--- config.mk ---
export PLATFORM = sky130hd
export DESIGN_NAME = isotp_receive_reassembler_flat
export DESIGN_NICKNAME = d
export VERILOG_FILES = /design/src/rtl/core/isotp_rx_pkg.sv /design/src/rtl/core/isotp_rx_cfg_if.sv /design/src/rtl/core/isotp_rx_frame_if.sv /design/src/rtl/core/isotp_rx_result_if.sv /design/src/rtl/core/isotp_receive_reassembler.sv /design/src/flat_wrapper.sv
export SDC_FILE = /design/constraint.sdc
export NUM_CORES = 1
export LEC_CHECK = 0
export BUFFER_PORTS_ARGS = -buffer_cell sky130_fd_sc_hd__buf_2
export CAP_MARGIN = 15
export CORE_ASPECT_RATIO = 1.2
export CORE_UTILIZATION = 58
export CTS_CLUSTER_SIZE = 12
export DETAILED_ROUTE_END_ITERATION = 10
export GPL_TIMING_DRIVEN = 0
export PLACE_DENSITY = 0.81
export SLEW_MARGIN = 20
export SYNTH_ARGS = -nofsm -noshare
export SYNTH_HDL_FRONTEND = slang
export SYNTH_SLANG_ARGS = --single-unit
--- constraint.sdc ---
create_clock -name clk -period 8.09 [get_ports clk]
set_clock_uncertainty 0.05 [all_clocks]
set_input_delay 0.4045 -clock clk [delete_from_list [all_inputs] [get_ports clk]]
set_output_delay 0.4045 -clock clk [all_outputs]
set_load 0.1 [all_outputs]
--- src/rtl/core/isotp_rx_pkg.sv ---
`default_nettype none
// ----------------------------------------------------------------------------
// isotp_rx_pkg
// shared types, widths and codes of the iso-tp receive reassembler
// ----------------------------------------------------------------------------
package isotp_rx_pkg;

  localparam int unsigned IdW      = 29;
  localparam int unsigned DlcW     = 4;
  localparam int unsigned ByteW    = 8;
  localparam int unsigned LenW     = 12;
  localparam int unsigned CfgIdxW  = 2;
  localparam int unsigned CfgDataW = 29;
  localparam int unsigned FrameCntW = 10;

  // result kinds
  typedef enum logic [1:0] {
    KIND_PAYLOAD      = 2'd0,
    KIND_FLOW_CONTROL = 2'd1,
    KIND_CF_IDLE      = 2'd2,
    KIND_BAD_SEQ      = 2'd3
  } kind_t;

  // protocol control information, high nibble of byte0
  localparam logic [3:0] PCI_SINGLE      = 4'h0;
  localparam logic [3:0] PCI_FIRST       = 4'h1;
  localparam logic [3:0] PCI_CONSECUTIVE = 4'h2;

  // configuration register indexes
  localparam logic [CfgIdxW-1:0] REG_RECEIVE_ID   = 2'd0;
  localparam logic [CfgIdxW-1:0] REG_REPLY_ID     = 2'd1;
  localparam logic [CfgIdxW-1:0] REG_BLOCK_FRAMES = 2'd2;
  localparam logic [CfgIdxW-1:0] REG_MIN_GAP_CODE = 2'd3;

  localparam logic [DlcW-1:0] MaxDlc = 4'd8;
  localparam logic [2:0]      FirstFrameBytes = 3'd6;
  localparam logic [3:0]      ConsecutiveStride = 4'd7;

endpackage

`default_nettype wire

--- src/rtl/core/isotp_rx_cfg_if.sv ---
`default_nettype none
// ----------------------------------------------------------------------------
// isotp_rx_cfg_if
// register write channel: index and data with valid / ready
// ----------------------------------------------------------------------------
interface isotp_rx_cfg_if;
  logic                                valid;
  logic                                ready;
  logic [isotp_rx_pkg::CfgIdxW-1:0]    index;
  logic [isotp_rx_pkg::CfgDataW-1:0]   data;

  modport source (output valid, index, data, input ready);
  modport sink   (input valid, index, data, output ready);
endinterface

`default_nettype wire

--- src/rtl/core/isotp_rx_frame_if.sv ---
`default_nettype none
// ----------------------------------------------------------------------------
// isotp_rx_frame_if
// received can frame channel with valid / ready
// ----------------------------------------------------------------------------
interface isotp_rx_frame_if;
  logic                              valid;
  logic                              ready;
  logic [isotp_rx_pkg::IdW-1:0]      frame_id;
  logic [isotp_rx_pkg::DlcW-1:0]     frame_len;
  logic [isotp_rx_pkg::ByteW-1:0]    byte0;
  logic [isotp_rx_pkg::ByteW-1:0]    byte1;
  logic [isotp_rx_pkg::ByteW-1:0]    byte2;
  logic [isotp_rx_pkg::ByteW-1:0]    byte3;
  logic [isotp_rx_pkg::ByteW-1:0]    byte4;
  logic [isotp_rx_pkg::ByteW-1:0]    byte5;
  logic [isotp_rx_pkg::ByteW-1:0]    byte6;
  logic [isotp_rx_pkg::ByteW-1:0]    byte7;

  modport source (output valid, frame_id, frame_len, byte0, byte1, byte2, byte3,
                  byte4, byte5, byte6, byte7, input ready);
  modport sink   (input valid, frame_id, frame_len, byte0, byte1, byte2, byte3,
                  byte4, byte5, byte6, byte7, output ready);
endinterface

`default_nettype wire

--- src/rtl/core/isotp_rx_result_if.sv ---
`default_nettype none
// ----------------------------------------------------------------------------
// isotp_rx_result_if
// reassembled result channel with valid / ready
// ----------------------------------------------------------------------------
interface isotp_rx_result_if;
  logic                              valid;
  logic                              ready;
  logic [1:0]                        kind;
  logic [isotp_rx_pkg::IdW-1:0]      out_id;
  logic [isotp_rx_pkg::ByteW-1:0]    payload_byte;
  logic [isotp_rx_pkg::LenW-1:0]     byte_pos;
  logic [isotp_rx_pkg::LenW-1:0]     total_len;
  logic                              msg_done;
  logic                              last;

  modport source (output valid, kind, out_id, payload_byte, byte_pos, total_len,
                  msg_done, last, input ready);
  modport sink   (input valid, kind, out_id, payload_byte, byte_pos, total_len,
                  msg_done, last, output ready);
endinterface

`default_nettype wire

--- src/rtl/core/isotp_receive_reassembler.sv ---
`default_nettype none
// ----------------------------------------------------------------------------
// isotp_receive_reassembler
// iso-tp receive side for one channel, streams payload bytes out one by one
// ----------------------------------------------------------------------------
// usage
//   cfg      : register writes (receive id, reply id, block size, st code),
//              always ready, to be written only while the block is idle
//   frames   : received can frames; a request is taken into an input register
//   results  : each result is a payload byte, flow-control request,
//              consecutive frame while idle, or bad sequence
// timing
//   a frame sits in the input register until the result register is free,
//   then it is decoded: the receive state is updated and a batch
//   descriptor (up to seven bytes plus one trailing request) is loaded
//   the first result shows once the batch is in the result register;
//   results then leave at one per cycle while results.ready holds
//   a frame occupies the result register until all of its results (1 to 8)
//   have left; frames with no result leave the result register empty
//   the next frame is taken while the current batch drains
// reset
//   rst clears configuration, receive state and both registers
// stall
//   with results.ready low the batch holds; one further frame is buffered,
//   then frames.ready drops
// ----------------------------------------------------------------------------
module isotp_receive_reassembler (
  input  wire                      clk,
  input  wire                      rst,
  isotp_rx_cfg_if.sink             cfg,
  isotp_rx_frame_if.sink           frames,
  isotp_rx_result_if.source        results
);

  // configuration registers
  logic [isotp_rx_pkg::IdW-1:0]   receive_id;
  logic [isotp_rx_pkg::IdW-1:0]   reply_id;
  logic [7:0]                     block_frames;
  logic [7:0]                     min_gap_code;

  // receive state
  logic                                 receiving;
  logic [isotp_rx_pkg::FrameCntW-1:0]   frame_count;
  logic [7:0]                           frames_left;
  logic [isotp_rx_pkg::LenW-1:0]        message_len;

  // input register
  logic                                 in_full;
  logic [isotp_rx_pkg::IdW-1:0]         in_id;
  logic [isotp_rx_pkg::DlcW-1:0]        in_dlc;
  logic [7:0]                           in_d [8];

  // result register: batch descriptor plus drain index
  logic                                 em_valid;
  logic [7:0]                           em_data [7];
  logic                                 em_offset;
  logic [2:0]                           em_nbytes;
  logic                                 em_trail;
  isotp_rx_pkg::kind_t                  em_trail_kind;
  logic [isotp_rx_pkg::LenW-1:0]        em_base;
  logic [isotp_rx_pkg::LenW-1:0]        em_total;
  logic [2:0]                           em_idx;

  logic em_last;
  logic out_fire;
  logic load;

  // ---------------------------------------------------------------------------
  // configuration writes
  // ---------------------------------------------------------------------------
  assign cfg.ready = 1'b1;

  always_ff @(posedge clk) begin
    if (rst) begin
      receive_id   <= '0;
      reply_id     <= '0;
      block_frames <= '0;
      min_gap_code <= '0;
    end else if (cfg.valid) begin
      case (cfg.index)
        isotp_rx_pkg::REG_RECEIVE_ID:   receive_id   <= cfg.data;
        isotp_rx_pkg::REG_REPLY_ID:     reply_id     <= cfg.data;
        isotp_rx_pkg::REG_BLOCK_FRAMES: block_frames <= cfg.data[7:0];
        isotp_rx_pkg::REG_MIN_GAP_CODE: min_gap_code <= cfg.data[7:0];
        default: ;
      endcase
    end
  end

  // ---------------------------------------------------------------------------
  // handshakes
  // ---------------------------------------------------------------------------
  assign out_fire     = results.valid && results.ready;
  // decode when a frame waits and the result register is empty or emptying
  assign load         = in_full && (!em_valid || (out_fire && em_last));
  assign frames.ready = !in_full || load;

  always_ff @(posedge clk) begin
    if (rst) begin
      in_full <= 1'b0;
    end else if (frames.valid && frames.ready) begin
      in_full <= 1'b1;
    end else if (load) begin
      in_full <= 1'b0;
    end
  end

  always_ff @(posedge clk) begin
    if (frames.valid && frames.ready) begin
      in_id   <= frames.frame_id;
      in_dlc  <= frames.frame_len;
      in_d[0] <= frames.byte0;
      in_d[1] <= frames.byte1;
      in_d[2] <= frames.byte2;
      in_d[3] <= frames.byte3;
      in_d[4] <= frames.byte4;
      in_d[5] <= frames.byte5;
      in_d[6] <= frames.byte6;
      in_d[7] <= frames.byte7;
    end
  end

  // ---------------------------------------------------------------------------
  // frame decode
  // ---------------------------------------------------------------------------
  logic [isotp_rx_pkg::DlcW-1:0]        dlc;
  logic [2:0]                           data_cnt;
  logic [3:0]                           pci;
  logic [isotp_rx_pkg::LenW-1:0]        ff_len;
  logic [isotp_rx_pkg::FrameCntW-1:0]   fc_inc;
  logic [12:0]                          cf_start;
  logic [12:0]                          cf_room;
  logic                                 cf_past_end;
  logic                                 cf_ends;
  logic [7:0]                           fl_dec;

  logic [2:0]                           d_nbytes;
  logic                                 d_offset;
  logic                                 d_trail;
  isotp_rx_pkg::kind_t                  d_trail_kind;
  logic [isotp_rx_pkg::LenW-1:0]        d_base;
  logic [isotp_rx_pkg::LenW-1:0]        d_total;

  logic                                 receiving_next;
  logic [isotp_rx_pkg::FrameCntW-1:0]   frame_count_next;
  logic [7:0]                           frames_left_next;
  logic [isotp_rx_pkg::LenW-1:0]        message_len_next;

  always_comb begin
    // long length codes count as eight
    dlc      = (in_dlc > isotp_rx_pkg::MaxDlc) ? isotp_rx_pkg::MaxDlc : in_dlc;
    data_cnt = (dlc == '0) ? 3'd0 : 3'(dlc - 4'd1);
    pci      = in_d[0][7:4];
    ff_len   = {in_d[0][3:0], in_d[1]};

    fc_inc   = frame_count + 10'd1;
    // first byte position of this consecutive frame: 7 * (frame count + 1) - 1
    cf_start = {fc_inc, 3'b000} - {3'b000, fc_inc} - 13'd1;
    cf_past_end = cf_start >= {1'b0, message_len};
    cf_room  = {1'b0, message_len} - cf_start;
    cf_ends  = ({1'b0, cf_start} + 14'(isotp_rx_pkg::ConsecutiveStride))
               >= {2'b00, message_len};
    fl_dec   = (block_frames != '0) ? frames_left - 8'd1 : frames_left;

    d_nbytes     = '0;
    d_offset     = 1'b0;
    d_trail      = 1'b0;
    d_trail_kind = isotp_rx_pkg::KIND_FLOW_CONTROL;
    d_base       = '0;
    d_total      = '0;

    receiving_next   = receiving;
    frame_count_next = frame_count;
    frames_left_next = frames_left;
    message_len_next = message_len;

    if (in_id == receive_id) begin
      case (pci)
        isotp_rx_pkg::PCI_SINGLE: begin
          d_nbytes = data_cnt;
          d_total  = isotp_rx_pkg::LenW'(data_cnt);
        end
        isotp_rx_pkg::PCI_FIRST: begin
          d_nbytes = (ff_len < isotp_rx_pkg::LenW'(isotp_rx_pkg::FirstFrameBytes))
                     ? ff_len[2:0] : isotp_rx_pkg::FirstFrameBytes;
          d_offset = 1'b1;
          d_trail  = 1'b1;
          d_total  = ff_len;
          // a first frame always restarts the message
          receiving_next   = 1'b1;
          frame_count_next = '0;
          frames_left_next = block_frames;
          message_len_next = ff_len;
        end
        isotp_rx_pkg::PCI_CONSECUTIVE: begin
          if (!receiving) begin
            d_trail      = 1'b1;
            d_trail_kind = isotp_rx_pkg::KIND_CF_IDLE;
          end else if (fc_inc[3:0] != in_d[0][3:0]) begin
            d_trail          = 1'b1;
            d_trail_kind     = isotp_rx_pkg::KIND_BAD_SEQ;
            receiving_next   = 1'b0;
            frame_count_next = '0;
          end else begin
            // bytes past the message end are dropped
            if (cf_past_end) begin
              d_nbytes = '0;
            end else if (cf_room < 13'(data_cnt)) begin
              d_nbytes = cf_room[2:0];
            end else begin
              d_nbytes = data_cnt;
            end
            d_base           = cf_start[isotp_rx_pkg::LenW-1:0];
            d_total          = message_len;
            frame_count_next = fc_inc;
            frames_left_next = fl_dec;
            if (cf_ends) begin
              receiving_next   = 1'b0;
              frame_count_next = '0;
              message_len_next = '0;
            end else if (block_frames != '0 && fl_dec == '0) begin
              // block complete, ask the sender for the next one
              d_trail          = 1'b1;
              frames_left_next = block_frames;
            end
          end
        end
        default: ;
      endcase
    end
  end

  always_ff @(posedge clk) begin
    if (rst) begin
      receiving   <= 1'b0;
      frame_count <= '0;
      frames_left <= '0;
      message_len <= '0;
    end else if (load) begin
      receiving   <= receiving_next;
      frame_count <= frame_count_next;
      frames_left <= frames_left_next;
      message_len <= message_len_next;
    end
  end

  // ---------------------------------------------------------------------------
  // result register and drain
  // ---------------------------------------------------------------------------
  assign em_last = em_trail ? (em_idx == em_nbytes) : (em_idx == em_nbytes - 3'd1);

  always_ff @(posedge clk) begin
    if (rst) begin
      em_valid <= 1'b0;
      em_idx   <= '0;
    end else if (load) begin
      // frames with nothing to report leave the register empty
      em_valid <= (d_nbytes != '0) || d_trail;
      em_idx   <= '0;
    end else if (out_fire) begin
      if (em_last) begin
        em_valid <= 1'b0;
      end
      em_idx <= em_idx + 3'd1;
    end
  end

  always_ff @(posedge clk) begin
    if (load) begin
      for (int i = 0; i < 7; i++) begin
        em_data[i] <= in_d[i+1];
      end
      em_offset     <= d_offset;
      em_nbytes     <= d_nbytes;
      em_trail      <= d_trail;
      em_trail_kind <= d_trail_kind;
      em_base       <= d_base;
      em_total      <= d_total;
    end
  end

  // ---------------------------------------------------------------------------
  // result fields
  // ---------------------------------------------------------------------------
  logic                           is_byte;
  logic [2:0]                     sel;
  logic [isotp_rx_pkg::LenW-1:0]  pos;

  always_comb begin
    is_byte = em_idx < em_nbytes;
    sel     = em_idx + {2'b00, em_offset};
    pos     = em_base + isotp_rx_pkg::LenW'(em_idx);

    results.valid        = em_valid;
    results.last         = em_last;
    results.kind         = is_byte ? isotp_rx_pkg::KIND_PAYLOAD : em_trail_kind;
    results.out_id       = (!is_byte && em_trail_kind == isotp_rx_pkg::KIND_FLOW_CONTROL)
                           ? reply_id : receive_id;
    results.payload_byte = is_byte ? em_data[sel] : '0;
    results.byte_pos     = is_byte ? pos : '0;
    // errors report no length
    results.total_len    = (is_byte || em_trail_kind == isotp_rx_pkg::KIND_FLOW_CONTROL)
                           ? em_total : '0;
    results.msg_done     = is_byte && ({1'b0, pos} + 13'd1 == {1'b0, em_total});
  end

  // ---------------------------------------------------------------------------
  // checks
  // ---------------------------------------------------------------------------
  // idle receiver keeps no frame count
  a_idle_count : assert property (@(posedge clk) disable iff (rst)
    !receiving |-> frame_count == '0)
    else $error("frame count set while not receiving");

  // drain index never runs past the batch
  a_idx_bound : assert property (@(posedge clk) disable iff (rst)
    em_valid |-> (em_idx < em_nbytes) || (em_trail && em_idx == em_nbytes))
    else $error("result index beyond batch");

  // a held frame stays until it is decoded
  a_in_hold : assert property (@(posedge clk) disable iff (rst)
    in_full && !load |=> in_full)
    else $error("buffered frame lost");

  // no batch is ever loaded empty
  a_no_empty : assert property (@(posedge clk) disable iff (rst)
    em_valid |-> (em_nbytes != '0) || em_trail)
    else $error("empty batch in result register");

  // separation time code changes only on a register write
  a_gap_stable : assert property (@(posedge clk) disable iff (rst)
    !cfg.valid |=> min_gap_code == $past(min_gap_code))
    else $error("separation time code changed without a write");

endmodule

`default_nettype wire
--- src/flat_wrapper.sv ---
// flat-port wrapper written by rule: the top's interface ports become plain ports
module isotp_receive_reassembler_flat 
  (clk, rst, cfg_valid, cfg_index, cfg_data, cfg_ready, frames_valid, frames_frame_id, frames_frame_len, frames_byte0, frames_byte1, frames_byte2, frames_byte3, frames_byte4, frames_byte5, frames_byte6, frames_byte7, frames_ready, results_valid, results_kind, results_out_id, results_payload_byte, results_byte_pos, results_total_len, results_msg_done, results_last, results_ready);
  isotp_rx_cfg_if cfg_i ();
  isotp_rx_frame_if frames_i ();
  isotp_rx_result_if results_i ();
  input  wire clk;
  input  wire rst;
  input wire logic [$bits(cfg_i.valid)-1:0] cfg_valid;
  input wire logic [$bits(cfg_i.index)-1:0] cfg_index;
  input wire logic [$bits(cfg_i.data)-1:0] cfg_data;
  output wire logic [$bits(cfg_i.ready)-1:0] cfg_ready;
  input wire logic [$bits(frames_i.valid)-1:0] frames_valid;
  input wire logic [$bits(frames_i.frame_id)-1:0] frames_frame_id;
  input wire logic [$bits(frames_i.frame_len)-1:0] frames_frame_len;
  input wire logic [$bits(frames_i.byte0)-1:0] frames_byte0;
  input wire logic [$bits(frames_i.byte1)-1:0] frames_byte1;
  input wire logic [$bits(frames_i.byte2)-1:0] frames_byte2;
  input wire logic [$bits(frames_i.byte3)-1:0] frames_byte3;
  input wire logic [$bits(frames_i.byte4)-1:0] frames_byte4;
  input wire logic [$bits(frames_i.byte5)-1:0] frames_byte5;
  input wire logic [$bits(frames_i.byte6)-1:0] frames_byte6;
  input wire logic [$bits(frames_i.byte7)-1:0] frames_byte7;
  output wire logic [$bits(frames_i.ready)-1:0] frames_ready;
  output wire logic [$bits(results_i.valid)-1:0] results_valid;
  output wire logic [$bits(results_i.kind)-1:0] results_kind;
  output wire logic [$bits(results_i.out_id)-1:0] results_out_id;
  output wire logic [$bits(results_i.payload_byte)-1:0] results_payload_byte;
  output wire logic [$bits(results_i.byte_pos)-1:0] results_byte_pos;
  output wire logic [$bits(results_i.total_len)-1:0] results_total_len;
  output wire logic [$bits(results_i.msg_done)-1:0] results_msg_done;
  output wire logic [$bits(results_i.last)-1:0] results_last;
  input wire logic [$bits(results_i.ready)-1:0] results_ready;
  assign cfg_i.valid = cfg_valid;
  assign cfg_i.index = cfg_index;
  assign cfg_i.data = cfg_data;
  assign cfg_ready = cfg_i.ready;
  assign frames_i.valid = frames_valid;
  assign frames_i.frame_id = frames_frame_id;
  assign frames_i.frame_len = frames_frame_len;
  assign frames_i.byte0 = frames_byte0;
  assign frames_i.byte1 = frames_byte1;
  assign frames_i.byte2 = frames_byte2;
  assign frames_i.byte3 = frames_byte3;
  assign frames_i.byte4 = frames_byte4;
  assign frames_i.byte5 = frames_byte5;
  assign frames_i.byte6 = frames_byte6;
  assign frames_i.byte7 = frames_byte7;
  assign frames_ready = frames_i.ready;
  assign results_valid = results_i.valid;
  assign results_kind = results_i.kind;
  assign results_out_id = results_i.out_id;
  assign results_payload_byte = results_i.payload_byte;
  assign results_byte_pos = results_i.byte_pos;
  assign results_total_len = results_i.total_len;
  assign results_msg_done = results_i.msg_done;
  assign results_last = results_i.last;
  assign results_i.ready = results_ready;
  isotp_receive_reassembler u_core (.clk(clk), .rst(rst), .cfg(cfg_i), .frames(frames_i), .results(results_i));
endmodule
======== Yosys cells after proc, flatten, opt, wreduce, memory -nomap -nowiden ========
Memories as Yosys holds them, arrays and structs flattened.
Cells that the tools add are included.
storage, ports and cells
  flip-flop bits (word level) ............. 166
  word-level logic and storage cells ...... 143
  memories kept ........................... 2
  memory bits (writable) .................. 120
memories
  name            depth  bits a word  read ports  clocked after memory_dff  write ports  RTL line                         text
  u_core.in_d     8      8            8           0                         8            isotp_receive_reassembler.sv:51  logic [7:0] in_d [8];
  u_core.em_data  7      8            1           0                         7            isotp_receive_reassembler.sv:55  logic [7:0] em_data [7];
operators by class
  $add $sub $neg .......................... 12
  bitwise logic cells ..................... 3
  multiplexer cells ....................... 54
  equality and inequality tests ........... 13
  $lt $le $gt $ge ......................... 6
  reductions and logical operators ........ 35
operator list
  operator                                                                        number
  12-bit two-way mux                                                              7
  8-bit two-way mux                                                               6
  12-bit one-hot mux with 3 select lines                                          1
  10-bit two-way mux                                                              3
  29-bit equality test                                                            1
  29-bit two-way mux                                                              1
  12-bit one-hot mux with 2 select lines                                          1
  3-bit two-way mux                                                               7
  10-bit one-hot mux with 2 select lines                                          1
  1-bit two-way mux                                                               19
  8-bit one-hot mux with 2 select lines                                           1
  13-bit by 3-bit adder with 14-bit output (second input constant)                1
  14-bit by 12-bit >= comparator with 1-bit output                                1
  12-bit by 1-bit adder with 13-bit output (second input constant)                1
  13-bit by 12-bit equality test with 1-bit output                                1
  13-bit by 12-bit >= comparator with 1-bit output                                1
  13-bit by 3-bit less-than comparator with 1-bit output                          1
  12-bit by 13-bit subtractor with 13-bit output                                  1
  13-bit by 1-bit subtractor with 13-bit output (second input constant)           1
  13-bit by 10-bit subtractor with 13-bit output                                  1
  12-bit by 3-bit adder with 12-bit output                                        1
  12-bit by 3-bit less-than comparator with 1-bit output (second input constant)  1
  10-bit by 1-bit adder with 10-bit output (second input constant)                1
  2-bit AND reduction                                                             5
  other kinds (34)                                                                58

======== Depth between registers and ports, before layout ========
Gate-level depths: netlist of run 1.
  word-level depth ........................ 14
  mapped depth ............................ 24
  depth with buffers taken out ............ 22

======== Worst setup path before layout of run 1 ========
Ideal clock, no wire load.
  path kind ............................... reg2reg
  start point ............................. register u_core.em_nbytes[0]
  end point ............................... register u_core.frames_left[1]
  path buffers ............................ 1
  data arrival time ....................... 7.451 ns
  setup slack ............................. 0.509 ns
  required time ........................... 7.961 ns
  cell stages (with the launch flop) ...... 14
  cells stage by stage .................... edfxtp_1 -> inv_1 -> ha_1 -> xnor2_1 -> xnor2_1 -> nor4_1 -> a41o_1 -> a21boi_0 -> nor2b_1 -> and2_1 -> o21a_1 -> clkbuf_1 -> a21oi_1 -> a211oi_2
on the way
  cells in the longest elaborated chain, start to end .. 7
RTL lines
  what                                         RTL line                          text
  start: declaration                           isotp_receive_reassembler.sv:57   logic [2:0] em_nbytes;
  start signal: assignment                     isotp_receive_reassembler.sv:274  em_nbytes <= d_nbytes;
  3-bit by 1-bit subtractor with 3-bit output  isotp_receive_reassembler.sv:250  assign em_last = em_trail ? (em_idx == em_nbytes) : (em_idx == em_nbytes - 3'd1);
  3-bit equality test                          isotp_receive_reassembler.sv:250
  1-bit two-way mux (*)                        isotp_receive_reassembler.sv:250
  net results_last                             flat_wrapper.sv:32                output wire logic [$bits(results_i.last)-1:0] results_last;
  1-bit logical AND (*)                        isotp_receive_reassembler.sv:95   assign load = in_full && (!em_valid || (out_fire && em_last));
  1-bit logical OR (*)                         isotp_receive_reassembler.sv:95
  1-bit logical AND (*)                        isotp_receive_reassembler.sv:95
  net u_core.load                              isotp_receive_reassembler.sv:66   logic load;
  5-bit AND reduction (no source line) (*)     n/a
  end signal: assignment                       isotp_receive_reassembler.sv:242  frames_left <= frames_left_next;
  end: declaration                             isotp_receive_reassembler.sv:44   logic [7:0] frames_left;
The timed path passes the listed nets; every way through them passes the cells marked *.
A chain may end at the register's enable or synchronous reset.

======== Worst setup path in the final report of run 1 ========
  start point ............................. register u_core.frame_count[2] in the netlist's numbering
  end point ............................... register u_core.em_valid (netlist: u_core.results.valid)
RTL lines
  what                                              RTL line                          text
  start: declaration                                isotp_receive_reassembler.sv:43   logic [isotp_rx_pkg::FrameCntW-1:0] frame_count;
  start signal: assignment                          isotp_receive_reassembler.sv:241  frame_count <= frame_count_next;
  10-bit by 1-bit adder with 10-bit output (*)      isotp_receive_reassembler.sv:156  fc_inc = frame_count + 10'd1;
  13-bit by 10-bit subtractor with 13-bit output    isotp_receive_reassembler.sv:158  cf_start = {fc_inc, 3'b000} - {3'b000, fc_inc} - 13'd1;
  13-bit by 1-bit subtractor with 13-bit output     isotp_receive_reassembler.sv:158
  13-bit by 3-bit adder with 14-bit output          isotp_receive_reassembler.sv:161  cf_ends = ({1'b0, cf_start} + 14'(isotp_rx_pkg::ConsecutiveStride))
  14-bit by 12-bit >= comparator with 1-bit output  isotp_receive_reassembler.sv:162  >= {2'b00, message_len};
  1-bit two-way mux                                 isotp_receive_reassembler.sv:217  if (cf_ends) begin
  1-bit two-way mux (*)                             isotp_receive_reassembler.sv:199  end else if (fc_inc[3:0] != in_d[0][3:0]) begin
  1-bit two-way mux (*)                             isotp_receive_reassembler.sv:196  if (!receiving) begin
  1-bit one-hot mux with 2 select lines (*)         isotp_receive_reassembler.sv:178  case (pci)
  1-bit two-way mux (*)                             isotp_receive_reassembler.sv:177  if (in_id == receive_id) begin
  net u_core.d_trail                                isotp_receive_reassembler.sv:139  logic d_trail;
  1-bit logical OR (*)                              isotp_receive_reassembler.sv:258  em_valid <= (d_nbytes != '0) || d_trail;
  1-bit two-way mux (*)                             isotp_receive_reassembler.sv:256  end else if (load) begin
  end signal: assignment                            isotp_receive_reassembler.sv:258
  end: declaration                                  isotp_receive_reassembler.sv:54   logic em_valid;
Marked as above.

==> flow_summary.yaml, run 1 <==
outcome:
  status: "finished, final reports clean"
layout:
  area_growth_syn_to_layout_pct: 24.7
  layout-drive-gt1-share: 0.193
  final_nets: 1804
  num-fill-cells: 1445
  final_cells: 1967
global_route:
  grt_antenna_before_repair: 2
  grt_max_degree: 57
  grt_pass1_vias: 11600
  overflow: 0
  grt_pass1_wl_mm: 61.5
  grt.total_usage: 0.328
power:
  p_leak_nw: 6.73
  peakVddDrop_mv: 0.187
  p_per_area_nw_per_um2: 191
floorplanning:
  core-area_um2: 23400
  die_w_um: 144
  start_util: 0.597
  fp.dieH_um: 172
  io_pins: 201
  rows: 61
  die_area_um2: 24800
flow_run:
  drv_cap: 0
clock_tree:
  numCtsBuffers: 30
  cts_tree: "built"
  post_cts_resized: 0
  cts_buffer_depth: 3
  cts.sinks: 286
  cts.htree.levels: 1
  clock_latency_ps: 570
  root_buffer: "clkbuf_16"
  clkSlewWorstSetupHoldPaths_ps: 60
yosys:
  synth.area.top_cells: "edfxtp_1, dfxtp_1, nand2_1"
  async_reset_ff_frac: 0
  synth_top_cell_by_area: "edfxtp_1"
  synth_cells: 1294
  synthDistinctLibCells: 76
  synthMostInstantiatedCell: "edfxtp_1"
  syn-num-nets: 1472
  yosysWarningCount: 0
  yosysTopAreaCellShare: 0.395
  synth_sequential_area_ratio: 0.541
  synth_common_cells: "edfxtp_1, nand2_1, a21oi_1"
  synth_edf_count: 184
  syn_area_per_cell_um2: 10.8
  ys_ff_latch: 286
  synth_flop_cell: "edfxtp_1"
  netlist_area_um2: 14000
place:
  pre_cts_slack_ps: 1920
  port_buffers: 198
  dp_cells: 1812
  place.gp.congestion: 0.915
  dp_hpwl_mm: 25.7
critical_path:
  crit_type: "flop to flop"
  cp_max_fo: 10
  cp.required_ps: 8520
  arrival_ps: 6880
  worstSetupStartpointType: "flop"
  endpoint_kind: "flop"
routing:
  first_iter_violations: 1057
  vias: 11700
  wl_per_cell_um: 20.6
  finalWirelength_mm: 40.5
  drtAntennaViolNets: 0
  drc: 0
  drtPass1Iterations: 6
  vias_per_cell: 5.95
timing:
  fmax_ghz: 0.155
  setup_violations: 0
  relSlewSlack: 0.325
  worst_slack_ps: 1640
  tightest_slew_ps: 1010
  finalCritPeriodShare: 0.797
  drv_slew: 0
  hold_viol_final: 0
  hold_ws_ps: 37.4
  fin_crit_ps: 6450
  rsz0062_at_grt: "no"
worst_hold_path:
  hold_path_class: "input pin to flop"
-- metrics by stage --
step	TNS [ps]	cell area (um^2)	total power, W	util
2_1_floorplan	0	14000	0.00186	-
3_3_place_gp	-7840	15400	0.00194	0.656
3_5_place_dp	0	15500	0.00195	0.662
4_1_cts	0	17500	0.00331	0.745
5_1_grt	0	17500	0.00342	0.745
6_report	0	17500	0.00334	0.745
-- state kept, by name, indices dropped and copies added, names as in the netlist --
name	flops
u_core.in_d	64
u_core.em_trail_kind	2
u_core.em_trail	1
u_core.reply_id	29
u_core.frames_left	8
u_core.in_full	1
u_core.receiving	1
u_core.results.valid	1
u_core.em_total	12
u_core.frame_count	10
u_core.em_nbytes	3
u_core.message_len	12
u_core.em_idx	3
u_core.block_frames	8
u_core.em_data	56
u_core.em_offset	1
u_core.receive_id	29
u_core.in_id	29
u_core.in_dlc	4
u_core.em_base	12
-- layout make-up --
cell class / count / area, um^2 / share of cell area
well taps: 315 / 394 / 0.0226
multi-input cells: 909 / 6040 / 0.346
clock inverters: 6 / 110 / 0.00631
plain buffers: 55 / 233 / 0.0133
diodes: 2 / 5.00 / 0.000287
inverters: 44 / 165 / 0.00946
flip-flops and latches: 286 / 7570 / 0.433
repair buffers: 300 / 2090 / 0.120
clock buffers: 50 / 856 / 0.0490
-- final timing paths --
check                                      startpoint                    end  slack [ps]  cells past startpoint
worst max-delay path            u_core.frame_count[2]   u_core.results.valid        1640                     20
worst min-delay path                     cfg_data[25]  u_core.receive_id[25]          40                      3
worst max register to register  u_core.frame_count[2]   u_core.results.valid        1640                     20
worst min register to register     u_core.in_d[2][10]   u_core.em_data[4][2]         350                      0
-- power breakdown --
group / internal, W / switching, W
clock: 0.000787 / 0.000581
sequential: 0.00162 / 0.0000387
combinational: 0.000114 / 0.000198
total: 0.00252 / 0.000817
-- cell usage in the layout (no fill, tap or decap), types with 7 or more instances in the layout --
cell and n:
nand2_1 167, xor2_1 43, and2_1 11, nor4_1 17, xnor2_1 55, a21boi_0 8
inv_1 43, nor2b_1 29, mux2i_1 31, nand2b_1 11, o21a_1 9, and3_1 7
mux4_2 8, o21ai_0 26, nand4_1 14, mux2_2 36, a21o_1 10, dlygate4sd3_1 97
ha_1 42, nor3_1 26, dfxtp_1 102, a211oi_1 8, a22oi_1 26, clkbuf_1 62
buf_2 201, nand3_1 19, edfxtp_1 184, clkbuf_16 30, nor2_1 107, or3_1 7
a21oi_1 112
-- worst max-delay path, cell delays in order, from the launching register on --
cell and delay (ps):
dfxtp_1 300, buf_2 190, clkbuf_1 380, xor2_1 710, ha_1 400, nor2b_1 200
a211oi_2 240, o211ai_2 160, or3_4 430, and2_4 170, or4b_4 530, xor2_1 160
ha_1 210, a211o_1 240, o221ai_1 150, a21oi_1 100, nor4_1 670, nand2_1 180
a31oi_1 440, a2111oi_0 140, a311oi_1 310
-- cell families after synthesis --
family,share of synthesized area
DFF,0.541
adders and majority gates,0.0440
AOI/OAI and AO/OA,0.107
other,0.000268
muxes,0.0640
xor gates and xnor gates,0.0637
buffers and inverters,0.0284
and+or+nand+nor,0.152
-- metal layers --
layer / track usage / routed length [um] / vias to the layer above
met4: 0.181 / 2360 / 2
li1: - / - / 5309
met1: 0.367 / 14200 / 5510
met2: 0.589 / 20600 / 696
met5: 0 / 10 / -
met3: 0.0565 / 3310 / 180
-- repair_timing --
action                                 CTS  global route
endpoints found under the hold margin   97             0
hold buffers                            97             0
buffers inserted                         0             0
No activity file was read; power rests on OpenSTA's default activity.
==> inputs of run 2 (changes only) <==
==> constraint.sdc (replaced) <==
create_clock -name clk -period 6.4 [get_ports clk]
set_clock_uncertainty 0.05 [all_clocks]
set_input_delay 0.32 -clock clk [delete_from_list [all_inputs] [get_ports clk]]
set_output_delay 0.32 -clock clk [all_outputs]
set_load 0.1 [all_outputs]
==> flow_summary.yaml, run 2 (synthesis results as in run 1) <==
global_route:
  grt_antenna_before_repair: 4
  grt_pass1_vias: 11600
  grt_pass1_wl_mm: 60.8
  grt_max_degree: 54
  overflow: 0
  grt.total_usage: 0.324
routing:
  drc: 0
  vias_per_cell: 5.89
  drtPass1Iterations: 6
  first_iter_violations: 1120
  drtAntennaViolNets: 0
  vias: 11700
  wl_per_cell_um: 20.2
  finalWirelength_mm: 40.2
place:
  dp_hpwl_mm: 25.7
  place_area_um2: 15500
  dp_cells: 1811
  port_buffers: 198
  place.gp.congestion: 0.906
floorplanning:
  io_pins: 201
  core-area_um2: 23400
  die_area_um2: 24800
  start_util: 0.597
  fp.dieH_um: 172
  rows: 61
  die_w_um: 144
critical_path:
  cp.required_ps: 6760
  endpoint_kind: "flop"
  critPathLaunch: "u_core.frame_count[0]"
  reg2reg_from: "u_core.frame_count[0]"
  cpMaxStageDelayCell: "fa_1"
  worstSetupStartpointType: "flop"
  cp.buffers_inverters: 2
  reg2reg_depth: 19
  crit_path_max_incr_delay_ps: 500
  cp.depth: 19
  critPathTopFamily: "adder cells"
  r2r_slack_ps: 450
  crit_path_cell_trace: "buf_6 -> inv_1 -> ha_1 -> fa_1 -> nor2b_1 -> a211oi_2 -> o211ai_2 -> nor2_1 -> xor2_1 -> ha_1 -> a21oi_1 -> a21oi_1 -> maj3_1 -> maj3_1 -> a311oi_1 -> nand4b_1 -> mux2i_1 -> a2111oi_0 -> a311oi_1"
  cp_max_fo: 10
  worstReg2RegEnd: "u_core.results.valid"
  crit_type: "flop to flop"
  arrival_ps: 6320
timing:
  hold_viol_final: 0
  finalSetupTns_ps: 0
  fmax_ghz: 0.168
  relSlewSlack: 0.337
  tightest_slew_ps: 986
  finalCritPeriodShare: 0.930
  setup_violations: 0
  rsz0062_at_grt: "no"
  fin_crit_ps: 5950
  drv_slew: 0
clock_tree:
  cts_buffer_depth: 3
  numCtsBuffers: 28
  root_buffer: "clkbuf_16"
  cts_setup_buffers: 0
  cts.htree.levels: 1
  clock_latency_ps: 560
  cts_tree: "built"
  cts.sinks: 286
  clkSlewWorstSetupHoldPaths_ps: 60
worst_hold_path:
  min_path_cells: 3
  hold_start: "cfg_data[1]"
  hold_path_class: "input pin to flop"
  min_to: "u_core.reply_id[1]"
layout:
  layout-drive-gt1-share: 0.192
  final_nets: 1827
  reg_top3: "u_core.in_d: 64 flops, u_core.em_data: 56 flops"
  fin_util: 0.752
  multi_input_area_um2: 6070
  seqCellArea_um2: 7570
  final_cells: 1990
  largest_reg_flops: 64
  layout_commonest_cell: "buf_2"
  area_growth_syn_to_layout_pct: 26.0
  finalInstanceArea_um2: 17600
  final_cell_mix: "buf_2, edfxtp_1, nand2_1, dlygate4sd3_1, a21oi_1"
  num-fill-cells: 1480
  regMostFlops: "u_core.in_d"
outcome:
  status: "finished, final reports clean"
power:
  peakVddDrop_mv: 0.276
  p_per_area_nw_per_um2: 231
  p_leak_nw: 6.79
  power.total_w: 0.00407
flow_run:
  drv_cap: 0
==> run 2: what timing repair did <==
item,4_1_cts,5_1_grt
setup endpoints to repair,0,11
hold buffers,123,0
hold endpoints to repair,150,0
gates resized for setup,0,6
==> run 2: report_power, final <==
part	total [W]	switching (W)	internal, W
combinational	0.000406	0.000252	0.000154
sequential	0.00210	0.0000474	0.00205
clock	0.00156	0.000705	0.000858
==> run 2: layout make-up <==
cell class / instances / area share
antenna: 5 / 0.000710
buffer: 55 / 0.0133
clock buffer: 48 / 0.0459
clock inverter: 3 / 0.00220
inverter: 44 / 0.00937
multi-input combinational: 909 / 0.345
sequential: 286 / 0.429
tap: 315 / 0.0224
timing repair buffer: 325 / 0.132
==> run 2: through the flow <==
stage	setup WS (ps)	hold slack, ps
finish	447	15.0
global route	130	13.6
CTS	190	1.37
detailed placement	250	355
global placement	209	351
floorplan	567	350
==> run 2: tightest hold or removal path: stages <==
cell and delay [ps]:
buf_2 130, nand2_1 60, a21oi_1 50
==> run 2: worst max path at each step <==
stage                            endpoint  slack, ps
CTS                  u_core.results.valid        190
finish               u_core.results.valid        450
detailed placement   u_core.results.valid        250
global route         u_core.results.valid        130
floorplan           u_core.frames_left[1]        570
global placement    u_core.frames_left[1]        210
==> run 2: metal layers <==
metal,global-route usage,share of wire,up-vias
li1,-,-,5356
met1,0.357,0.35,5517
met5,0,0,-
met3,0.0598,0.081,170
met4,0.194,0.059,0
met2,0.578,0.51,683
==> inputs of run 3 (changes only) <==
--- a/config.mk
+++ b/config.mk
@@ -9,6 +9,7 @@
 export CAP_MARGIN = 15
 export CORE_ASPECT_RATIO = 1.2
 export CORE_UTILIZATION = 58
+export CTS_BUF_LIST = sky130_fd_sc_hd__clkbuf_16
 export CTS_CLUSTER_SIZE = 12
 export DETAILED_ROUTE_END_ITERATION = 10
 export GPL_TIMING_DRIVEN = 0
==> flow_summary.yaml, run 3 (synthesis results as in run 1) <==
layout:
  layout_commonest_cell: "buf_2"
  largest_reg_flops: 64
  final_cell_mix: "buf_2, edfxtp_1, nand2_1, dlygate4sd3_1, a21oi_1"
  area_growth_syn_to_layout_pct: 25.8
  regMostFlops: "u_core.in_d"
  layout-drive-gt1-share: 0.189
  final_nets: 1828
  reg_top3: "u_core.in_d: 64 flops, u_core.em_data: 56 flops"
  final_cells: 1988
global_route:
  grt_pass1_vias: 11900
  grt_max_degree: 54
  grtUsageMet2: 0.591
  top_usage_layer: "met2"
  grt_use_met3: 0.0651
  overflow: 0
  use_met1: 0.355
  grt_pass1_wl_mm: 62.8
  grt_antenna_before_repair: 3
  grt.total_usage: 0.337
clock_tree:
  cts.htree.levels: 1
  clock_latency_ps: 560
  root_buffer: "clkbuf_16"
  cts_setup_buffers: 0
  cts.sinks: 286
  cts_buffer_depth: 3
  numCtsBuffers: 28
  cts_tree: "built"
  clkSlewWorstSetupHoldPaths_ps: 60
power:
  peakVddDrop_mv: 0.228
  p_leak_nw: 6.84
  p_per_area_nw_per_um2: 228
timing:
  hold_viol_final: 0
  finalCritPeriodShare: 0.937
  rsz0062_at_grt: "no"
  drv_slew: 0
  fmax_ghz: 0.167
  relSlewSlack: 0.287
  hold_ws_ps: 6.20
  fin_crit_ps: 6000
  setup_violations: 0
  finalSetupTns_ps: 0
  tightest_slew_ps: 1070
critical_path:
  crit_path_cell_trace: "ha_1 -> buf_4 -> xor2_2 -> ha_1 -> nor2b_1 -> a211oi_2 -> o211ai_2 -> nor2_1 -> xor2_2 -> ha_1 -> a21oi_1 -> a21oi_1 -> maj3_1 -> maj3_1 -> a311oi_1 -> nand4b_1 -> mux2i_1 -> a2111oi_0 -> a311oi_1"
  endpoint_kind: "flop"
  crit_path_max_incr_delay_ps: 510
  cp_max_fo: 9
  arrival_ps: 6350
  cp.required_ps: 6760
  crit_type: "flop to flop"
  cp_common_cell: "ha_1"
  cpMaxStageDelayCell: "dfxtp_1"
  worstSetupStartpointType: "flop"
routing:
  wl_per_cell_um: 21.0
  first_iter_violations: 1014
  vias: 11900
  drtPass1Iterations: 7
  drc: 0
  drtAntennaViolNets: 0
  finalWirelength_mm: 41.8
  vias_per_cell: 5.98
place:
  port_buffers: 198
  dp_cells: 1811
  dp_hpwl_mm: 25.7
  place.gp.congestion: 0.906
floorplanning:
  die_area_um2: 24800
  fp.dieH_um: 172
  rows: 61
  core-area_um2: 23400
  io_pins: 201
  start_util: 0.597
  die_w_um: 144
flow_run:
  drv_cap: 0
worst_hold_path:
  hold_path_class: "input pin to flop"
outcome:
  status: "finished, final reports clean"
-- run 3: cell types whose count changed in the layout (fill, tap and decap cells not counted), sizes merged --
cell,delta
dlygate4sd3,+1
diode,-3
inv,+17
clkinv,+3
clkbuf,-20
-- run 3: final timing paths --
path	end	from	cells past startpoint	slack (ps)
max	u_core.results.valid	u_core.frame_count[1]	19	400
min	u_core.receive_id[1]	cfg_data[1]	3	6
max reg2reg	u_core.results.valid	u_core.frame_count[1]	19	400
min reg2reg	u_core.em_data[4][6]	u_core.in_d[2][14]	0	370
-- run 3: worst max-delay path, delay by kind of cell, from the launching register on --
kind                     cells  cell delay [ps]
multiplexers                 1              250
flip-flops                   1              510
AND/OR/NAND/NOR              3              810
XOR/XNOR                     2              770
AO/OA/AOI/OAI                7             1540
adder cells (fa/ha/maj)      5             1750
buffers and inverters        1              180
-- run 3: layout make-up --
class | count | area, um^2
clock buffers | 28 | 701
repair buffers | 326 | 2340
fillers | 1500 | 5830
plain buffers | 55 | 234
diodes | 2 | 5.00
flip-flops and latches | 286 | 7570
multi-input cells | 909 | 6080
clock inverters | 23 | 114
well taps | 315 | 394
inverters | 44 | 165
-- run 3: through the flow --
step	utilization	setup WS [ps]	cell area (um^2)	total power, W
CTS	0.750	187	17600	0.00396
finish	0.751	405	17600	0.00401
floorplan	-	567	14000	0.00234
global placement	0.657	209	15400	0.00245
detailed placement	0.662	250	15500	0.00246
global route	0.751	96.6	17600	0.00410
-- run 3: metal layers --
layer	wire, um	vias up
met5	0	-
met4	3380	0
met3	3400	195
met2	20700	747
met1	14400	5603
li1	-	5353
-- run 3: power by group --
part           total (W)  internal, W  switching, W
clock network    0.00150     0.000792      0.000711
registers        0.00210      0.00205     0.0000500
logic           0.000408     0.000154      0.000254
-- run 3: what timing repair did --
item	in CTS	in global routing
hold endpoints to repair	153	0
setup endpoints to repair	0	11
hold buffers	124	0
gates resized for setup	0	7
